### src/sv/fpv_pkg.sv
`timescale 1ns / 1ps
// ----------------------------------------------------------------------------
// fpv_pkg
// Shared types, constants and helper functions of the file path validator.
// ----------------------------------------------------------------------------
package fpv_pkg;

  localparam int BYTE_W       = 8;
  localparam int TOTAL_W      = 12;
  localparam int COMP_W       = 9;
  localparam int MAXC_W       = 8;
  localparam int PREFIX_BYTES = 11;

  localparam logic [TOTAL_W-1:0] MAX_PATH_RESET = 12'd1024;
  localparam logic [MAXC_W-1:0]  MAX_COMP_RESET = 8'd255;
  localparam logic [TOTAL_W-1:0] TOTAL_SAT      = '1;
  localparam logic [COMP_W-1:0]  COMP_SAT       = '1;

  localparam logic [BYTE_W-1:0] CHAR_SPACE = 8'h20;
  localparam logic [BYTE_W-1:0] CHAR_DEL   = 8'h7f;
  localparam logic [BYTE_W-1:0] CHAR_SLASH = 8'h2f;
  localparam logic [BYTE_W-1:0] CHAR_DOT   = 8'h2e;

  typedef enum logic [2:0] {
    ERR_NONE,
    ERR_LENGTH,
    ERR_CONTROL,
    ERR_EMPTY_COMP,
    ERR_LONG_COMP,
    ERR_DOT_COMP,
    ERR_RESERVED
  } err_t;

  typedef enum logic {
    CFG_MAX_PATH,
    CFG_MAX_COMP
  } cfg_idx_t;

  // reserved component prefix, positions past its end read as zero
  function automatic logic [BYTE_W-1:0] prefix_byte(input logic [3:0] idx);
    logic [BYTE_W-1:0] b;
    case (idx)
      4'd0:    b = 8'h2e;
      4'd1:    b = 8'h73;
      4'd2:    b = 8'h61;
      4'd3:    b = 8'h6e;
      4'd4:    b = 8'h64;
      4'd5:    b = 8'h73;
      4'd6:    b = 8'h74;
      4'd7:    b = 8'h6f;
      4'd8:    b = 8'h72;
      4'd9:    b = 8'h6d;
      4'd10:   b = 8'h2d;
      default: b = 8'h00;
    endcase
    return b;
  endfunction

  function automatic err_t check_comp(input logic [COMP_W-1:0] cnt,
                                      input logic              dots,
                                      input logic              pfx,
                                      input logic [MAXC_W-1:0] maxc);
    err_t e;
    if (cnt == '0) begin
      e = ERR_EMPTY_COMP;
    end else if (cnt > {1'b0, maxc}) begin
      e = ERR_LONG_COMP;
    end else if (dots && cnt <= COMP_W'(2)) begin
      e = ERR_DOT_COMP;
    end else if (pfx && cnt >= COMP_W'(PREFIX_BYTES)) begin
      e = ERR_RESERVED;
    end else begin
      e = ERR_NONE;
    end
    return e;
  endfunction

endpackage

### src/sv/fpv_tracker.sv
`timescale 1ns / 1ps
// ----------------------------------------------------------------------------
// fpv_tracker
// Per-path state (lengths, dot and prefix flags, first error) and the
// result code for the byte presented on this cycle.
// ----------------------------------------------------------------------------
module fpv_tracker (
  input  logic                          clk,
  input  logic                          rst,
  input  logic                          go,
  input  logic [fpv_pkg::BYTE_W-1:0]    path_byte,
  input  logic                          last_byte,
  input  logic                          empty_path,
  input  logic [fpv_pkg::TOTAL_W-1:0]   max_path_length,
  input  logic [fpv_pkg::MAXC_W-1:0]    max_component_length,
  output fpv_pkg::err_t                 code
);
  import fpv_pkg::*;

  logic [TOTAL_W-1:0] total_count, total_count_next;
  logic               total_over, total_over_next;
  logic [COMP_W-1:0]  comp_count, comp_count_next;
  logic               all_dots, all_dots_next;
  logic               pfx_match, pfx_match_next;
  err_t               first_error, err_next;
  err_t               slash_err;
  err_t               last_err;
  logic               is_slash;

  always_comb begin
    total_over_next  = total_over;
    total_count_next = total_count;
    if (total_count == TOTAL_SAT) begin
      total_over_next = 1'b1;
    end else begin
      total_count_next = total_count + TOTAL_W'(1);
    end

    err_next = first_error;
    if ((path_byte < CHAR_SPACE || path_byte == CHAR_DEL) && err_next == ERR_NONE) begin
      err_next = ERR_CONTROL;
    end

    is_slash        = (path_byte == CHAR_SLASH);
    slash_err       = check_comp(comp_count, all_dots, pfx_match, max_component_length);
    comp_count_next = comp_count;
    all_dots_next   = all_dots;
    pfx_match_next  = pfx_match;
    if (is_slash) begin
      if (err_next == ERR_NONE) begin
        err_next = slash_err;
      end
      comp_count_next = '0;
      all_dots_next   = 1'b1;
      pfx_match_next  = 1'b1;
    end else begin
      if (comp_count < COMP_W'(PREFIX_BYTES) && path_byte != prefix_byte(comp_count[3:0])) begin
        pfx_match_next = 1'b0;
      end
      if (path_byte != CHAR_DOT) begin
        all_dots_next = 1'b0;
      end
      if (comp_count != COMP_SAT) begin
        comp_count_next = comp_count + COMP_W'(1);
      end
    end

    // final component is checked after the last byte itself
    last_err = check_comp(comp_count_next, all_dots_next, pfx_match_next,
                          max_component_length);
    if (empty_path || total_over_next || total_count_next > max_path_length) begin
      code = ERR_LENGTH;
    end else if (err_next != ERR_NONE) begin
      code = err_next;
    end else begin
      code = last_err;
    end
  end

  always_ff @(posedge clk) begin
    if (rst) begin
      total_count <= '0;
      total_over  <= 1'b0;
      comp_count  <= '0;
      all_dots    <= 1'b1;
      pfx_match   <= 1'b1;
      first_error <= ERR_NONE;
    end else if (go) begin
      if (empty_path || last_byte) begin
        total_count <= '0;
        total_over  <= 1'b0;
        comp_count  <= '0;
        all_dots    <= 1'b1;
        pfx_match   <= 1'b1;
        first_error <= ERR_NONE;
      end else begin
        total_count <= total_count_next;
        total_over  <= total_over_next;
        comp_count  <= comp_count_next;
        all_dots    <= all_dots_next;
        pfx_match   <= pfx_match_next;
        first_error <= err_next;
      end
    end
  end

endmodule

### src/sv/file_path_validator.sv
`timescale 1ns / 1ps
// ----------------------------------------------------------------------------
// file_path_validator
// Streaming relative path checker with a result per path.
// ----------------------------------------------------------------------------
// The path enters one byte per transaction with last_byte on the final byte;
// an empty path is a single transaction with empty_path set. The block takes
// one byte every cycle unless path_stall is high: each byte is registered,
// checked against the running path state and, on the last byte or an empty
// path, the result lands in the output register. The input stalls only
// while a result waits there with result_stall high and the registered byte
// would produce another one. error_code is 0 for a valid path, else the
// length/empty code or the first error in byte order. Limits must be written
// through the cfg port (index 0: max path length, index 1: max component
// length) by the user only while idle; the block does not enforce this.
module file_path_validator (
  input  logic                          clk,
  input  logic                          rst,
  input  logic                          path_valid,
  output logic                          path_stall,
  input  logic [fpv_pkg::BYTE_W-1:0]    path_byte,
  input  logic                          last_byte,
  input  logic                          empty_path,
  output logic                          result_valid,
  input  logic                          result_stall,
  output logic                          path_ok,
  output logic [2:0]                    error_code,
  input  logic                          cfg_valid,
  output logic                          cfg_ready,
  input  logic                          cfg_index,
  input  logic [fpv_pkg::TOTAL_W-1:0]   cfg_data
);
  import fpv_pkg::*;

  logic [TOTAL_W-1:0] max_path_length;
  logic [MAXC_W-1:0]  max_component_length;

  logic               s1_valid;
  logic [BYTE_W-1:0]  s1_byte;
  logic               s1_last;
  logic               s1_empty;
  logic               s1_ends;
  logic               s1_go;
  logic               out_free;
  err_t               code;

  assign cfg_ready  = 1'b1;
  assign out_free   = !result_valid || !result_stall;
  assign s1_ends    = s1_last || s1_empty;
  assign s1_go      = s1_valid && (!s1_ends || out_free);
  assign path_stall = s1_valid && !s1_go;

  always_ff @(posedge clk) begin
    if (rst) begin
      max_path_length      <= MAX_PATH_RESET;
      max_component_length <= MAX_COMP_RESET;
    end else if (cfg_valid && cfg_ready) begin
      case (cfg_idx_t'(cfg_index))
        CFG_MAX_PATH: max_path_length      <= cfg_data;
        CFG_MAX_COMP: max_component_length <= cfg_data[MAXC_W-1:0];
        default: ;
      endcase
    end
  end

  // input register
  always_ff @(posedge clk) begin
    if (rst) begin
      s1_valid <= 1'b0;
    end else if (!path_stall) begin
      s1_valid <= path_valid;
    end
  end

  always_ff @(posedge clk) begin
    if (path_valid && !path_stall) begin
      s1_byte  <= path_byte;
      s1_last  <= last_byte;
      s1_empty <= empty_path;
    end
  end

  fpv_tracker u_tracker (
    .clk                  (clk),
    .rst                  (rst),
    .go                   (s1_go),
    .path_byte            (s1_byte),
    .last_byte            (s1_last),
    .empty_path           (s1_empty),
    .max_path_length      (max_path_length),
    .max_component_length (max_component_length),
    .code                 (code)
  );

  // result register
  always_ff @(posedge clk) begin
    if (rst) begin
      result_valid <= 1'b0;
    end else if (s1_go && s1_ends) begin
      result_valid <= 1'b1;
    end else if (!result_stall) begin
      result_valid <= 1'b0;
    end
  end

  always_ff @(posedge clk) begin
    if (s1_go && s1_ends) begin
      path_ok    <= (code == ERR_NONE);
      error_code <= code;
    end
  end

  a_ok_matches_code: assert property (@(posedge clk) disable iff (rst)
    result_valid |-> (path_ok == (error_code == ERR_NONE)))
    else $error("path_ok disagrees with error_code");

  a_code_range: assert property (@(posedge clk) disable iff (rst)
    result_valid |-> (error_code != 3'd7))
    else $error("error_code out of range");

  a_held_byte_kept: assert property (@(posedge clk) disable iff (rst)
    (s1_valid && !s1_go) |=> (s1_valid && $stable(s1_byte) && $stable(s1_last)))
    else $error("stalled byte lost from input register");

  a_no_overwrite: assert property (@(posedge clk) disable iff (rst)
    (result_valid && result_stall) |=> (result_valid && $stable(error_code)))
    else $error("pending result overwritten");

endmodule

### config.mk
export PLATFORM = sky130hd
export DESIGN_NAME = file_path_validator
export DESIGN_NICKNAME = d
export VERILOG_FILES = /design/src/sv/fpv_pkg.sv /design/src/sv/fpv_tracker.sv /design/src/sv/file_path_validator.sv
export SDC_FILE = /design/constraint.sdc
export NUM_CORES = 1
export LEC_CHECK = 0
export BUFFER_PORTS_ARGS = -buffer_cell sky130_fd_sc_hd__clkbuf_2
export CORE_ASPECT_RATIO = 0.75
export CORE_MARGIN = 3
export CORE_UTILIZATION = 60
export CTS_BUF_LIST = sky130_fd_sc_hd__clkbuf_4
export CTS_CLUSTER_SIZE = 20
export DETAILED_ROUTE_END_ITERATION = 10
export GPL_TIMING_DRIVEN = 0
export PLACE_DENSITY = 0.8
export SLEW_MARGIN = 25
export SYNTH_ARGS = -nofsm -noshare
export SYNTH_HDL_FRONTEND = slang
export SYNTH_SLANG_ARGS = --single-unit
export TNS_END_PERCENT = 100
### constraint.sdc
create_clock -name clk -period 3.65 [get_ports clk]
set_input_delay 0.5475 -clock clk [delete_from_list [all_inputs] [get_ports clk]]
set_output_delay 0.5475 -clock clk [all_outputs]
set_load 0.1 [all_outputs]
# Word-level counts from Yosys, hierarchy flattened
# Memory sizes are Yosys's and may differ from the RTL's. A register that Yosys moved wholly into a read port is not among the register bits.
# Cells that the tools add are included.
[totals]
regBits = 63
latchBits = 0
ramBits = 0
mem_bits_ro = 112
in_bits = 28
output_inout_bits = 7
elab_cells = 96
memories = 1
[memory_table]
columns = ["memory", "depth", "width", "read_ports", "rd_ports_with_merged_regs", "write_ports", "line", "source"]
rows = [
  ["(no name shown)", 16, 7, 1, 1, 0, "fpv_pkg.sv:42", "case (idx)"],
]
[classes]
add_sub_neg = 2
multipliers = 0
n_div = 0
n_lt_le_gt_ge = 9
eq_ne = 7
shift = 0
mux = 32
n_bitwise = 1
n_reduce_logical = 29
[ops]
columns = ["cell", "count"]
rows = [
  ["$mux W3", 14],
  ["$mux W9", 3],
  ["$mux W12", 2],
  ["$ge A9 B4 Y1 const B", 2],
  ["$gt A9 B8 Y1", 2],
  ["$le A9 B2 Y1 const B", 2],
  ["$logic_not A9 Y1", 2],
  ["$add A12 B1 Y12 const B", 1],
  ["$eq A12 B12 Y1 const B", 1],
  ["$gt A12 B12 Y1", 1],
  ["$logic_and A1 B1 Y1", 10],
  ["$mux W1", 10],
  ["$add A9 B1 Y9 const B", 1],
  ["$logic_not A3 Y1", 3],
  ["$lt A9 B4 Y1 const B", 1],
  ["$ne A9 B9 Y1 const B", 1],
  ["$eq A8 B6 Y1 const B", 1],
  ["$eq A8 B7 Y1 const B", 1],
  ["$lt A8 B6 Y1 const B", 1],
  ["$mux W4", 2],
  ["$mux W8", 1],
  ["$ne A8 B6 Y1 const B", 1],
  ["$ne A8 B8 Y1", 1],
  ["$logic_or A1 B1 Y1", 6],
  ["other kinds (5)", 10],
]

# Depth between registers and ports, before layout
[logic_depth]
depth_word = 14
depth_mapped = 15
mapped_depth_nobuf = 14

# Modules after synthesis
# Synthesis repeated with hierarchy kept, for this count alone.
[hier_totals]
hier_cells = 528
area_unflattened_um2 = 4400.5
[by_module_without_submodules]
columns = ["module", "instances", "cells_per_inst", "area_per_inst_um2", "seq_area_each_um2"]
rows = [
  ["fpv_tracker", 1, 418, 3145.5, 680.7],
  ["file_path_validator", 1, 110, 1255.0, 860.8],
]

# Least setup slack after synthesis
# No wires, ideal clock.
[synth_timing]
kind = "flip-flop to flip-flop"
startpoint = "register result_valid"
endpoint = "register s1_byte[0] (enable)"
setup_time_ns = 0.475
arrival_ns = 4.149
t_required_ns = 3.175
path_slack_ns = -0.974
stages_incl_launch_ff = 4
period_less_slack_ns = 4.624
path_cell_list = "dfxtp_1 -> nand2_1 -> nor3b_1 -> nor2b_1"
[synth_via]
elab_chain_len = 8
[synth_lines]
columns = ["item", "line", "source"]
rows = [
  ["start, declared", "file_path_validator.sv:24", "output logic result_valid,"],
  ["start signal, assigned", "file_path_validator.sv:98", "result_valid <= 1'b0;"],
  ["start signal, assigned", "file_path_validator.sv:100", "result_valid <= 1'b1;"],
  ["start signal, assigned", "file_path_validator.sv:102", "result_valid <= 1'b0;"],
  ["$logic_not A1 Y1", "file_path_validator.sv:48", "assign out_free = !result_valid || !result_stall;"],
  ["$logic_or A1 B1 Y1", "file_path_validator.sv:48", ""],
  ["$logic_or A1 B1 Y1", "file_path_validator.sv:50", "assign s1_go = s1_valid && (!s1_ends || out_free);"],
  ["$logic_and A1 B1 Y1", "file_path_validator.sv:50", ""],
  ["$logic_not A1 Y1", "file_path_validator.sv:51", "assign path_stall = s1_valid && !s1_go;"],
  ["$logic_and A1 B1 Y1", "file_path_validator.sv:51", ""],
  ["net path_stall", "file_path_validator.sv:20", "output logic path_stall,"],
  ["$logic_not A1 Y1", "file_path_validator.sv:76", "if (path_valid && !path_stall) begin"],
  ["$logic_and A1 B1 Y1", "file_path_validator.sv:76", ""],
  ["end signal, assigned", "file_path_validator.sv:77", "s1_byte <= path_byte;"],
  ["end, declared", "file_path_validator.sv:39", "logic [BYTE_W-1:0] s1_byte;"],
]
# The timed path passes the listed nets, and every way through them passes these cells.
# A chain may end at the register's enable or synchronous reset.

# Worst setup path after layout
[layout_timing]
startpoint = "register s1_byte[4]"
endpoint = "register path_ok (data pin)"
[layout_via]
elab_chain_len = 12
word_cells_on_any_way = 31
classes_between = "order compare: 4; eq/ne: 4; mux: 14; reduce/logical: 9"
[layout_lines]
columns = ["item", "line", "source"]
rows = [
  ["parallel branches: the longest is 9 deep, another holds $ge A9 B4 Y1", "--", ""],
  ["$mux W3 (*)", "fpv_tracker.sv:73", "end else if (err_next != ERR_NONE) begin"],
  ["$mux W3 (*)", "fpv_tracker.sv:71", "if (empty_path || total_over_next || total_count_next > max_path_length) begin"],
  ["$logic_not A3 Y1 (*)", "file_path_validator.sv:108", "path_ok <= (code == ERR_NONE);"],
  ["end signal, assigned", "file_path_validator.sv:108", ""],
  ["end, declared", "file_path_validator.sv:26", "output logic path_ok,"],
]
# Every way passes the cells marked *.

==> results.cfg <==
[timing]
slew_headroom_pct = 42.2
slew_limit_fails = 0
final.setup.tns_ns = 0
worstMarginPinSlew_ns = 0.865
fmax_mhz = 276
final.min_clock_period_ns = 3.62
final-hold-violation-count = 0
grt_setup_unrepaired = yes
clock_skew_ns = 0.0190
timing.final.crit_share_pct = 99.1
setup_viol_count_final = 0

[worst_setup_path]
rr_startpoint = s1_byte[4]$_DFFE_PP_
worstReg2RegEnd = path_ok$_DFFE_PP_
critPathBufInv = 1
crit_slowest_cell = sky130_fd_sc_hd__or4_1
levels_on_crit_path = 11
r2r_cells = 11
setup.worst_path.start = s1_byte[4]$_DFFE_PP_
worstPathCellList = or3_4 -> nor3_4 -> clkbuf_4 -> nor2_1 -> ha_1 -> a2111oi_2 -> o21a_1 -> a21oi_1 -> or4_1 -> nand4_1 -> nor4b_2
path_max_fanout = 10
worst-endpoint-arrival_ns = 3.80
worst_setup_start_kind = flip-flop
critical-path-max-stage-delay_ns = 0.54
rrSetupSlack_ns = 0.03
path_delay_family = simple AND/OR/NAND/NOR gates
endpoint_kind = flip-flop
timing.setup.critical_path_class = reg2reg
cp_capture_point = path_ok$_DFFE_PP_
cp_required_ns = 3.83

[grt]
global_route.overflow_total = 0
grt_first_pass_wirelength_um = 18700
grt_antenna_before_repair = 0
grt_pass1_vias = 3878
groute.usage.overall_pct = 27.4
grt_max_degree = 14

[synth]
post_synth_mux_area_share_pct = 1.34
yosys.cell_types.count = 75
synth_enable_flop_cells = 14
count_leader_synth = sky130_fd_sc_hd__nand2_1
yosys.area_share.adder_pct = 10.6
seq_area_frac_synth_pct = 33.6
yosys-top-cells-count = 63 x sky130_fd_sc_hd__nand2_1, 56 x sky130_fd_sc_hd__dfxtp_1, 51 x sky130_fd_sc_hd__nor2_1
syn-num-nets = 616
ys.warnings.count = 0
xor_and_xnor_fraction_of_the_mapped_netlist_area_pct = 3.03
synthSimpleGateAreaFrac_pct = 25.0
synthesized_cell_area_mm2 = 0.00459
synthDominantCellAreaShare_pct = 24.4
synth_top_family_by_area = simple AND/OR/NAND/NOR gates
synthCells = 549
complex_gate_fraction_of_the_synthesized_area_pct = 19.9
ranking_of_synthesized_cells_by_area = sky130_fd_sc_hd__dfxtp_1 24%, sky130_fd_sc_hd__ha_1 11%, sky130_fd_sc_hd__edfxtp_1 9.2%
postSynthRegisterBits = 70
post-synth-top-area-cell = sky130_fd_sc_hd__dfxtp_1
dominantRegCellSynth = sky130_fd_sc_hd__dfxtp_1
async_reset_ff_share_pct = 0
syn-mean-instance-area_um2 = 8.36

[pwr]
p_leak_nw = 2.13
max-vdd-ir-drop_v = 0.000168
power.switching_fraction_pct = 28.6
powerDensity_mw_per_mm2 = 302
clock_power_share_pct = 33.8
cell_internal_pwr_mw = 1.10
combinationalPowerShare_pct = 12.0
seq_power_share_pct = 54.2
switchingPower_uw = 440

[finish]
drive_gt1_share_pct = 16.1
area_delta_synth_final_pct = 11.1
fin_cells = 702
filler_cell_count = 557
finalCoreUtilization_pct = 71.6
antennaDiodeCount = 0
finalNetCount = 666
fin_area_mm2 = 0.00510

[status]
status = finished clean

[route]
vias_per_cell = 6.03
dr.first_iter.drc_count = 290
met2_length_um = 5060
routed_wirelength_um = 11600
routedLengthMet1_um = 5380
met3RoutedLength_um = 913
vias = 4230
detail_route.wl_per_cell_um = 16.6
top_signal_layer_used = met4
final_antenna_net_count = 0
dr.pass1.iters = 5
post-route-drc-count = 0

[die]
start_util_pct = 64.4
top_level_ports = 35
core-area_mm2 = 0.00712
dieWidth_um = 107
die_height_um = 81.8
placement_rows = 26
die-area_mm2 = 0.00875

[run]
max-cap-violations = 0

[placed_design]
numPlacedInstances = 680
gp_routability_congestion = 0.950
dpl-instance-area_mm2 = 0.00488
buffer_ports.inserted = 33
dpl.hpwl_um = 8910

[clock_network]
cts.hold.buffers_added = 0
h-tree-depth = 3
clock_insertion_delay_worst_skew_ns = 0.43
clock_tree.root_cell = sky130_fd_sc_hd__clkbuf_4
cts_tree = built
clock_transition_at_path_regs_ns = 0.12
cts_made_buffers = 9
clock_sinks = 70
cts_buffer_depth = 2

[hold_path]
holdCritPathClass = in2reg
whs_path_depth = 1
-- metal layers --
| layer | vias up | global-route usage [%] |
|---|---|---|
| met3 | 23 | 5.50 |
| met1 | 1958 | 38.1 |
| li1 | 2087 | - |
| met5 | - | 0 |
| met4 | 0 | 10.1 |
| met2 | 162 | 42.5 |
-- worst min-delay path by stage --
stage / slack, ns / start / endpoint
after detailed placement: 0.45 / max_path_length[2]$_SDFFE_PP0P_ / max_path_length[2]$_SDFFE_PP0P_
final: 0.29 / path_byte[7] / s1_byte[7]$_DFFE_PP_
after floorplan: 0.44 / max_path_length[11]$_SDFFE_PP0P_ / max_path_length[11]$_SDFFE_PP0P_
after CTS: 0.26 / path_byte[7] / s1_byte[7]$_DFFE_PP_
after global placement: 0.44 / max_path_length[9]$_SDFFE_PP0P_ / max_path_length[9]$_SDFFE_PP0P_
after global routing: 0.26 / path_byte[0] / s1_byte[0]$_DFFE_PP_
-- flip-flops by register name, summed over array words and instances (netlist names), named ones only --
register / flops
error_code: 3
s1_last: 1
u_tracker.total_over: 1
s1_byte: 8
u_tracker.total_count: 12
u_tracker.first_error: 3
max_path_length: 12
s1_valid: 1
result_valid: 1
s1_empty: 1
u_tracker.pfx_match: 1
max_component_length: 8
u_tracker.comp_count: 9
u_tracker.all_dots: 1
path_ok: 1
-- power by group through the flow --
stage / combinational [mW] / sequential, mW / clock (mW)
2_1_floorplan: 0.112 / 0.864 / 0
3_3_place_gp: 0.175 / 0.850 / 0
3_5_place_dp: 0.181 / 0.852 / 0
4_1_cts: 0.182 / 0.834 / 0.533
5_1_grt: 0.204 / 0.837 / 0.557
6_report: 0.185 / 0.834 / 0.520
-- stage by stage --
stage               hold WS, ns  setup WS, ns  total power [mW]
floorplan                 0.436         0.294             0.975
global placement          0.445      -0.00788              1.03
detailed placement        0.450       -0.0921              1.03
CTS                       0.261        0.0427              1.55
global route              0.258       -0.0567              1.60
finish                    0.285        0.0333              1.54
-- layout make-up --
| cell class | instances | area, µm² | area share [%] |
|---|---|---|---|
| clock inverter | 6 | 68.8 | 1.35 |
| clock buffer | 10 | 75.1 | 1.47 |
| tap | 98 | 123 | 2.40 |
| multi-input combinational | 414 | 2780 | 54.5 |
| sequential | 70 | 1550 | 30.3 |
| buffer | 28 | 160 | 3.14 |
| timing repair buffer | 39 | 210 | 4.12 |
| inverter | 37 | 139 | 2.72 |
-- kinds of logic after synthesis --
group                      Yosys count
other                                1
buffers and inverters               65
adders and majority gates           39
and+or+nand+nor                    221
xor gates and xnor gates            15
AOI/OAI and AO/OA                  132
muxes                                6
DFF                                 70
-- worst register-to-register path: stages, from the launching register on --
cell and delay, ns:
sky130_fd_sc_hd__edfxtp_1 0.48, sky130_fd_sc_hd__or3_4 0.44, sky130_fd_sc_hd__nor3_4 0.38, sky130_fd_sc_hd__clkbuf_4 0.32
sky130_fd_sc_hd__nor2_1 0.07, sky130_fd_sc_hd__ha_1 0.33, sky130_fd_sc_hd__a2111oi_2 0.32, sky130_fd_sc_hd__o21a_1 0.16
sky130_fd_sc_hd__a21oi_1 0.13, sky130_fd_sc_hd__or4_1 0.54, sky130_fd_sc_hd__nand4_1 0.13, sky130_fd_sc_hd__nor4b_2 0.06
-- repair_timing --
action                     in CTS  in global routing
setup endpoints to repair       2                  4
resized for setup               2                  9
buffers inserted                0                  6
pin swaps                       0                  2
-- layout by cell type, fill, tap and decap left out, drive strengths merged, types with 9 or more instances in the layout --
master / n
a21oi: 39
a22oi: 11
buf: 18
clkbuf: 59
dfxtp: 56
edfxtp: 14
ha: 39
inv: 39
nand2: 63
nand3: 30
nand4: 17
nor2: 52
nor3: 15
o21ai: 21
xor2: 9
(Power assumes the default switching activity.)
